<file path="config.mk">
export PLATFORM = sky130hd
export DESIGN_NAME = front_insert_link_list
export DESIGN_NICKNAME = d
export VERILOG_FILES = /design/src/rtl/fil_pkg.sv /design/src/rtl/fil_ctrl.sv /design/src/rtl/fil_datapath.sv /design/src/rtl/front_insert_link_list.sv
export SDC_FILE = /design/constraint.sdc
export NUM_CORES = 1
export LEC_CHECK = 0
export BUFFER_PORTS_ARGS = -buffer_cell sky130_fd_sc_hd__buf_4
export CAP_MARGIN = 20
export CELL_PAD_IN_SITES_DETAIL_PLACEMENT = 0
export CELL_PAD_IN_SITES_GLOBAL_PLACEMENT = 2
export CORE_MARGIN = 2
export CORE_UTILIZATION = 45
export CTS_BUF_LIST = sky130_fd_sc_hd__clkbuf_16
export CTS_CLUSTER_SIZE = 24
export DETAILED_ROUTE_END_ITERATION = 8
export MAX_ROUTING_LAYER = met4
export PLACE_DENSITY = 0.94
export SETUP_SLACK_MARGIN = 0.4
export SYNTH_ARGS = -nofsm -noshare
export SYNTH_HDL_FRONTEND = slang
export SYNTH_SLANG_ARGS = --single-unit
</file>
<file path="constraint.sdc">
create_clock -name clk -period 8.77 [get_ports clk]
set_clock_uncertainty 0.05 [all_clocks]
set_input_delay 0 -clock clk [delete_from_list [all_inputs] [get_ports clk]]
set_output_delay 0 -clock clk [all_outputs]
set_load 0.005 [all_outputs]
</file>
<file path="src/rtl/fil_pkg.sv">
// ----------------------------------------------------------------------------
// fil_pkg
// Types and codes shared by the front insert link list controller,
// datapath and top level.
// ----------------------------------------------------------------------------
package fil_pkg;

  localparam logic OP_CREATE = 1'b0;
  localparam logic OP_KILL   = 1'b1;

  typedef struct packed {
    logic       opcode;
    logic [7:0] link_id;
    logic [7:0] link_index;
  } fil_in_t;

  typedef struct packed {
    logic       changed;
    logic [3:0] live_count;
  } fil_out_t;

  typedef enum logic [1:0] {
    ST_IDLE,
    ST_MATCH,
    ST_APPLY
  } fil_state_t;

  // Commands from the controller to the datapath.
  typedef struct packed {
    logic load;
    logic match;
    logic apply;
  } fil_cmd_t;

  // Status from the datapath back to the controller.
  typedef struct packed {
    logic hit;
  } fil_status_t;

endpackage

</file>
<file path="src/rtl/fil_ctrl.sv">
// ----------------------------------------------------------------------------
// fil_ctrl
// Sequencer: takes a request, steps the datapath through the match and
// apply steps and raises the result strobe.
// ----------------------------------------------------------------------------
module fil_ctrl import fil_pkg::*; (
  input  logic        clk,
  input  logic        rst_n,
  input  logic        start,
  output logic        busy,
  output fil_cmd_t    cmd,
  input  fil_status_t status,
  output logic        out_valid
);

  fil_state_t state_r, state_nxt;
  logic       out_valid_r, out_valid_nxt;

  always_ff @(posedge clk) begin
    if (!rst_n) begin
      state_r     <= ST_IDLE;
      out_valid_r <= 1'b0;
    end else begin
      state_r     <= state_nxt;
      out_valid_r <= out_valid_nxt;
    end
  end

  always_comb begin
    state_nxt = state_r;
    unique case (state_r)
      ST_IDLE:  if (start) state_nxt = ST_MATCH;
      ST_MATCH: state_nxt = ST_APPLY;
      ST_APPLY: state_nxt = ST_IDLE;
      default:  state_nxt = ST_IDLE;
    endcase
  end

  always_comb begin
    cmd           = '0;
    busy          = 1'b1;
    out_valid_nxt = 1'b0;
    unique case (state_r)
      ST_IDLE: begin
        busy     = 1'b0;
        cmd.load = start;
      end
      ST_MATCH: cmd.match = 1'b1;
      ST_APPLY: begin
        cmd.apply     = 1'b1;
        out_valid_nxt = 1'b1;
      end
      default: busy = 1'b1;
    endcase
  end

  assign out_valid = out_valid_r;

  a_apply_strobe: assert property (@(posedge clk) disable iff (!rst_n)
    cmd.apply |=> out_valid)
    else $error("apply step did not produce a result strobe");

  a_strobe_idle: assert property (@(posedge clk) disable iff (!rst_n)
    out_valid |-> !busy)
    else $error("result strobe while a request is still in flight");

  a_load_then_match: assert property (@(posedge clk) disable iff (!rst_n)
    cmd.load |=> cmd.match ##1 (cmd.apply && !$isunknown(status.hit)))
    else $error("request did not step through match and apply");

endmodule

</file>
<file path="src/rtl/fil_datapath.sv">
// ----------------------------------------------------------------------------
// fil_datapath
// Slot table with parallel match across all slots, front insertion on
// create and gap closing on kill, plus the live entry counter.
// ----------------------------------------------------------------------------
module fil_datapath import fil_pkg::*; #(
  parameter int LINK_SLOTS = 8
) (
  input  logic        clk,
  input  logic        rst_n,
  input  fil_cmd_t    cmd,
  input  fil_in_t     in_data,
  output fil_status_t status,
  output fil_out_t    out_data
);

  localparam int CNT_W = $clog2(LINK_SLOTS + 1);

  logic [LINK_SLOTS-1:0] alive_r, alive_nxt;
  logic [7:0]            id_r  [LINK_SLOTS];
  logic [7:0]            id_nxt[LINK_SLOTS];
  logic [7:0]            ix_r  [LINK_SLOTS];
  logic [7:0]            ix_nxt[LINK_SLOTS];
  logic [CNT_W-1:0]      cnt_r, cnt_nxt;
  logic [LINK_SLOTS-1:0] match_r;
  logic [LINK_SLOTS-1:0] at_or_after;
  fil_in_t               req_r;
  fil_out_t              out_r;
  logic                  hit;
  logic                  changed;

  assign hit = |match_r;

  // Slots at or behind the first matching slot take part in the gap close.
  always_comb begin
    for (int k = 0; k < LINK_SLOTS; k++) begin
      at_or_after[k] = |(match_r << (LINK_SLOTS - 1 - k));
    end
  end

  always_comb begin
    alive_nxt = alive_r;
    cnt_nxt   = cnt_r;
    changed   = 1'b0;
    for (int k = 0; k < LINK_SLOTS; k++) begin
      id_nxt[k] = id_r[k];
      ix_nxt[k] = ix_r[k];
    end
    if (req_r.opcode == OP_CREATE) begin
      if (!hit) begin
        changed   = 1'b1;
        alive_nxt = (alive_r << 1) | LINK_SLOTS'(1);
        for (int k = 1; k < LINK_SLOTS; k++) begin
          id_nxt[k] = id_r[k-1];
          ix_nxt[k] = ix_r[k-1];
        end
        id_nxt[0] = req_r.link_id;
        ix_nxt[0] = req_r.link_index;
        if (cnt_r != CNT_W'(LINK_SLOTS)) cnt_nxt = cnt_r + CNT_W'(1);
      end
    end else begin
      if (hit) begin
        changed   = 1'b1;
        alive_nxt = (alive_r & ~at_or_after) | ((alive_r >> 1) & at_or_after);
        for (int k = 0; k < LINK_SLOTS - 1; k++) begin
          if (at_or_after[k]) begin
            id_nxt[k] = id_r[k+1];
            ix_nxt[k] = ix_r[k+1];
          end
        end
        cnt_nxt = cnt_r - CNT_W'(1);
      end
    end
  end

  always_ff @(posedge clk) begin
    if (!rst_n) begin
      alive_r <= '0;
      cnt_r   <= '0;
    end else if (cmd.apply) begin
      alive_r <= alive_nxt;
      cnt_r   <= cnt_nxt;
    end
  end

  always_ff @(posedge clk) begin
    if (cmd.load) req_r <= in_data;
    if (cmd.match) begin
      for (int k = 0; k < LINK_SLOTS; k++) begin
        match_r[k] <= alive_r[k] && (id_r[k] == req_r.link_id) &&
                      (ix_r[k] == req_r.link_index);
      end
    end
    if (cmd.apply) begin
      for (int k = 0; k < LINK_SLOTS; k++) begin
        id_r[k] <= id_nxt[k];
        ix_r[k] <= ix_nxt[k];
      end
      out_r.changed    <= changed;
      out_r.live_count <= 4'(cnt_nxt);
    end
  end

  assign status.hit = hit;
  assign out_data   = out_r;

  a_count_matches: assert property (@(posedge clk) disable iff (!rst_n)
    $countones(alive_r) == int'(cnt_r))
    else $error("live counter disagrees with alive flags");

  a_packed_front: assert property (@(posedge clk) disable iff (!rst_n)
    ((alive_r + LINK_SLOTS'(1)) & alive_r) == '0)
    else $error("live entries are not packed at the front");

  a_kill_drops_one: assert property (@(posedge clk) disable iff (!rst_n)
    (cmd.apply && req_r.opcode == OP_KILL && hit) |=> cnt_r == $past(cnt_r) - CNT_W'(1))
    else $error("kill of a matching entry did not remove exactly one");

endmodule

</file>
<file path="src/rtl/front_insert_link_list.sv">
// ----------------------------------------------------------------------------
// front_insert_link_list
// Ordered link table with front insertion on create and gap closing on kill.
// ----------------------------------------------------------------------------
// Timing: a request accepted in idle moves to the match state, where all slots
// are compared in parallel and the match is registered, then to the apply
// state, which updates the table and registers the result and its strobe.
// Throughput: a new request is taken only once the controller is back in idle;
// busy is high while a request is in the match and apply states.
// Reset: synchronous; every slot is marked dead and the live count is zero.
// The receiver cannot stall: each result is shown for exactly one cycle.
module front_insert_link_list import fil_pkg::*; #(
  parameter int LINK_SLOTS = 8
) (
  input  logic     clk,
  input  logic     rst_n,
  input  logic     start,
  output logic     busy,
  input  fil_in_t  in_data,
  output logic     out_valid,
  output fil_out_t out_data
);

  fil_cmd_t    cmd;
  fil_status_t status;

  fil_ctrl u_ctrl (
    .clk       (clk),
    .rst_n     (rst_n),
    .start     (start),
    .busy      (busy),
    .cmd       (cmd),
    .status    (status),
    .out_valid (out_valid)
  );

  fil_datapath #(
    .LINK_SLOTS (LINK_SLOTS)
  ) u_datapath (
    .clk      (clk),
    .rst_n    (rst_n),
    .cmd      (cmd),
    .in_data  (in_data),
    .status   (status),
    .out_data (out_data)
  );

endmodule

</file>
Word-level counts from Yosys, hierarchy flattened
Memory sizes are Yosys's and may differ from the RTL's.
Cells that the tools add are included.
Widths: inputs -> output; s select.

cells by class
  add/subtract/negate cells = 2
  equality and inequality tests = 22
  multiplexer cells = 40
  bitwise gates (word level) = 4
  reduce and logical (&&, ||, !) cells = 25

operator list
  operator             count
  $mux 56              4
  $mux 8               19
  $eq 8x8->1           16
  $mux 64              2
  $logic_and 1x1->1    16
  $mux 4               4
  $mux 1               9
  $and 7x8->8          1
  $and 8x8->8          1
  $not 8->8            1
  $or 8x8->8           1
  $reduce_or 8->1      1
  $reduce_or 7->1      1
  $reduce_or 6->1      1
  $reduce_or 5->1      1
  $add 4x1->4 const B  1
  $ne 2x2->1 const B   2
  $ne 4x4->1 const B   1
  $pmux 2 s2           1
  $reduce_or 4->1      1
  $sub 4x1->4 const B  1
  $reduce_and 3->1     1
  $reduce_or 3->1      1
  $eq 2x1->1 const B   1
  5 further kinds      5

storage, ports and cells
  bits in registers = 45
  RAM bits = 128
  input bits = 20
  output and inout port bits = 7
  word-level logic and storage cells = 105
  memories kept = 2

memory list
  memory           depth  width  read ports  clocked after Yosys merged registers in  write ports  line                text
  u_datapath.id_r  8      8      8           0                                        8            fil_datapath.sv:20  logic [7:0] id_r [LINK_SLOTS];
  u_datapath.ix_r  8      8      8           0                                        8            fil_datapath.sv:22  logic [7:0] ix_r [LINK_SLOTS];

Depth between registers and ports, before layout
  depth in word-level cells = 6
  gate-level depth with buffers = 10
  depth with buffers taken out = 7

By module
From an unflattened synthesis, not the netlist that was laid out.

second synthesis, totals
  cells, all modules = 871
  area total of the unflattened synthesis = 8901.0 um^2

modules (own cells, without submodules)
  module        instances  cells each  area each (um^2)  sequential area each (um^2)
  fil_datapath  1          859         8762.2            4984.8
  fil_ctrl      1          12          138.9             60.1

Worst setup path after synthesis
OpenSTA, ideal clock, no wires.

  path type = reg-to-reg
  from = reg, netlist name u_datapath.match_r[0]
  to = mem u_datapath.id_r[0][0] (enable)
  library setup time = 0.409 ns
  arrival time = 2.844 ns
  required time = 8.311 ns
  setup slack = 5.467 ns
  stages on the path, launching flop included = 7
  buffers on the path = 1
  clock period less this slack = 3.303 ns
  cell sequence = edfxtp_1 buf_2 or4_4 nor3_4 inv_1 ha_1 nor3_1

RTL lines
  what           line
  end, declared  fil_datapath.sv:20

==> results by group <==
Outcome
  – Status: finished clean

Synth
  – Synth unique cells: 51
  – Synth Net Count: 893
  – Most used flip-flop cell after synthesis: edfxtp_1
  – Mapped Cells: 869
  – Number of synthesized register bits: 173
  – Sequential fraction of the synthesis area: 56.8%
  – Number of synthesis warnings: 0
  – EDFF count, synth: 158
  – Post-Syn Area: 8880 sq um
  – Post-synthesis async set-or-reset flop share: 0%
  – Syn_area_per_cell: 10.2 sq um

GRT
  – GRT Total Usage: 23.6%
  – First-pass GRT wire length: 35.5 mm
  – Antenna violations before repair: 0
  – Remaining global-route overflow: 0
  – Largest net degree at the start of global routing: 122
  – Number of global-route vias before repair: 6,268

Place
  – I/O Buffers: 26
  – Place WS: 4.27 ns
  – DP HPWL: 15.5 mm
  – Area after DPL: 9270 sq um
  – Placer Congestion: 0.841

Drt
  – 1st-iter DRT viols: 599
  – Residual DRC: 0
  – Drt total wl: 22.7 mm
  – Vias: 6,407
  – DR vias/cell: 5.50
  – Routed Antenna Nets: 0
  – Drt wl/cell: 19.5 um
  – TritonRoute pass-1 iters: 5

Floorplanning
  – Die ar.: 20,900 sq um
  – Initial Utilization: 45.8%
  – Die Y: 144 um
  – Row cnt: 51
  – IO Pins: 27
  – Core area: 19,400 sq um
  – Die Wd: 144 um

Run
  – Max-Cap Viols: 0

Worst setup path
  – Reg-to-reg slack, setup: 4.53 ns
  – Startpoint types: flip-flop
  – Crit Path Category: reg2reg
  – Critical path peak fanout: 81
  – R2r startpoint: u_datapath.match_r[0]$_DFFE_PN_
  – CP endpoint kind: flip-flop
  – Worst r2r dst: u_datapath.ix_r[0][13]$_DFFE_PP_
  – R2R depth: 8
  – Data arrival time of the worst path: 4.25 ns
  – Worst path required time: 8.77 ns

Timing
  – Slew Viols, Final: 0
  – Tcrit/Tclk final: 48.4%
  – F_max: 0.236 GHz
  – Slew HR: 35.9%
  – Worst slew pin tran: 0.962 ns
  – Final Critical Period: 4.24 ns
  – Total Neg Setup Slack: 0 ns
  – Setup violators final: 0
  – Fin Hold WS: 0.229 ns
  – Worst setup margin: 4.53 ns
  – Hold Vio Cnt, Final: 0
  – RSZ-0062 raised after global routing: no

Clock network
  – Clk buf depth: 2
  – CTS buffer count: 17
  – Root buffer cell: clkbuf_16
  – Clk pin slew, worst setup/hold paths: 0.07 ns
  – Worst skew pair latency: 0.44 ns
  – Clock sink count: 173
  – TritonCTS clock tree: built
  – Post-CTS setup buffer count: 0
  – # H-tree levels: 4

Hold path
  – Hold Path Origin: in_data[13]
  – Min-Delay Endpoint: u_datapath.req_r[13]$_DFFE_PP_
  – Hold WC Path Type: in2reg
  – Hold depth: 2

Power
  – LEAKAGE: 0.00332 uW
  – Maximum vdd drop: 0.000142 V
  – Comb pwr share: 6.7%
  – Seq pwr share: 51.7%
  – Power Density: 182 nW/um^2
  – Clock Power Share: 41.6%
  – Sw frac: 24.4%
  – Total chip power: 1830 uW
  – Psw: 447 uW
  – Int Pwr: 1390 uW

Cells and area
  – Fillers: 1,804
  – Post-route design area: 10,100 sq um
  – # nets final: 910
  – Area Growth Syn to Fin: 13.7%
  – # diodes: 0
  – Layout cells sized above 1: 9.68%
cell families after synthesis:
family,after synthesis,synth area share (%)
AND/OR/NAND/NOR,331,16.3
flip-flops,173,56.8
AO/OA/AOI/OAI,155,9.68
XOR/XNOR,129,12.7
buffers and inverters,73,3.41
multiplexers,4,0.465
adder cells (fa/ha/maj),4,0.564
cells in the mapped netlist, drive strengths merged (3+ instances only):
| master | n | area [sq um] |
|---|---|---|
| a211o | 3 | 26.3 |
| a211oi | 3 | 22.5 |
| a21oi | 10 | 50.1 |
| a31oi | 5 | 31.3 |
| and2 | 3 | 18.8 |
| and3 | 3 | 18.8 |
| buf | 18 | 96.3 |
| clkbuf | 44 | 165 |
| dfxtp | 15 | 300 |
| edfxtp | 158 | 4740 |
| ha | 4 | 50.1 |
| inv | 10 | 37.5 |
| mux2i | 3 | 30.0 |
| nand2 | 241 | 905 |
| nand4 | 19 | 119 |
| nor2 | 14 | 52.6 |
| nor3 | 13 | 76.3 |
| nor4 | 23 | 150 |
| o21ai | 116 | 581 |
| o31ai | 5 | 37.5 |
| or3 | 3 | 18.8 |
| xnor2 | 61 | 534 |
| xor2 | 68 | 596 |
power by group through the flow:
| stage | Combinational [uW] | Sequential [uW] | Clock, uW |
|---|---|---|---|
| after floorplan | 96.7 | 939 | 0 |
| after global placement | 113 | 965 | 0 |
| after detailed placement | 114 | 965 | 0 |
| after CTS | 121 | 947 | 769 |
| after global routing | 137 | 949 | 801 |
| final | 123 | 948 | 764 |
cell type report:
cell class / count / area, sq um / area share, %
clock buffers: 20 / 500 / 4.96
inverters: 11 / 41.3 / 0.409
flip-flops and latches: 173 / 5040 / 50.0
repair buffers: 60 / 519 / 5.15
well taps: 265 / 332 / 3.29
multi-input cells: 623 / 3560 / 35.3
clock inverters: 12 / 95.1 / 0.942
repair_timing:
item                      CTS  global route
hold buffers               19             0
resized for setup           0             0
hold endpoints to repair   29             0
worst max-delay path, stage by stage, from the launching register on:
cell and delay (ns):
edfxtp_1 0.50, or4_4 0.65, nor3_4 0.20, buf_4 0.67
inv_1 0.33, ha_1 0.33, nor2_1 0.12, o21ai_1 0.20
a21oi_2 0.75
state kept, by name, indices dropped and copies added, names as in the netlist, named ones only:
name / flops
u_ctrl.out_valid: 1
u_ctrl.state_r: 2
u_datapath.alive_r: 2
u_datapath.cnt_r: 4
u_datapath.id_r: 64
u_datapath.ix_r: 64
u_datapath.match_r: 8
u_datapath.out_data: 5
u_datapath.req_r: 17
cell usage in the layout, fill, tap and decap left out, drive strengths merged, types with 3 or more instances in the layout:
cell and n:
clkinv 5, o21ai 116, xnor2 61, nor3 13
dfxtp 15, and3 3, nor2 14, a211o 3
edfxtp 158, o31ai 5, clkbuf 20, a31oi 5
nand4 19, dlygate4sd3 19, ha 4, buf 41
nor4 23, and2 3, a21oi 10, mux2i 3
or3 3, nand2 241, a211oi 3, xor2 68
inv 18
stage by stage:
| step | utilization [%] | cells |
|---|---|---|
| 4_1_cts | 51.8 | 1162 |
| 3_5_place_dp | 47.8 | 1111 |
| 5_1_grt | 52.0 | 1164 |
| 3_3_place_gp | 47.7 | 1110 |
| 2_1_floorplan | - | 869 |
| 6_report | 52.0 | 1164 |
per-layer routing:
layer  share of wire [%]  global-route usage, %  vias up
met5                   0                      -        -
met4                 1.5                   6.59        0
met3                 4.9                   3.74       21
li1                    -                      -     3066
met1                  45                   31.7     3166
met2                  49                   37.5      154
worst max-delay path by stage:
| stage | endpoint | slack, ns | startpoint | cells after the start |
|---|---|---|---|---|
| after detailed placement | u_datapath.ix_r[1][14]$_DFFE_PP_ | 4.27 | u_datapath.match_r[0]$_DFFE_PN_ | 8 |
| final | u_datapath.ix_r[0][13]$_DFFE_PP_ | 4.53 | u_datapath.match_r[0]$_DFFE_PN_ | 8 |
| after floorplan | u_datapath.id_r[0][0]$_DFFE_PP_ | 5.47 | u_datapath.match_r[0]$_DFFE_PN_ | 6 |
| after global routing | u_datapath.ix_r[0][13]$_DFFE_PP_ | 4.21 | u_datapath.match_r[0]$_DFFE_PN_ | 8 |
| after CTS | u_datapath.id_r[1][11]$_DFFE_PP_ | 4.28 | u_datapath.match_r[0]$_DFFE_PN_ | 8 |
| after global placement | u_datapath.ix_r[1][8]$_DFFE_PP_ | 4.37 | u_datapath.match_r[0]$_DFFE_PN_ | 8 |
No activity file was read; power rests on OpenSTA's default activity.
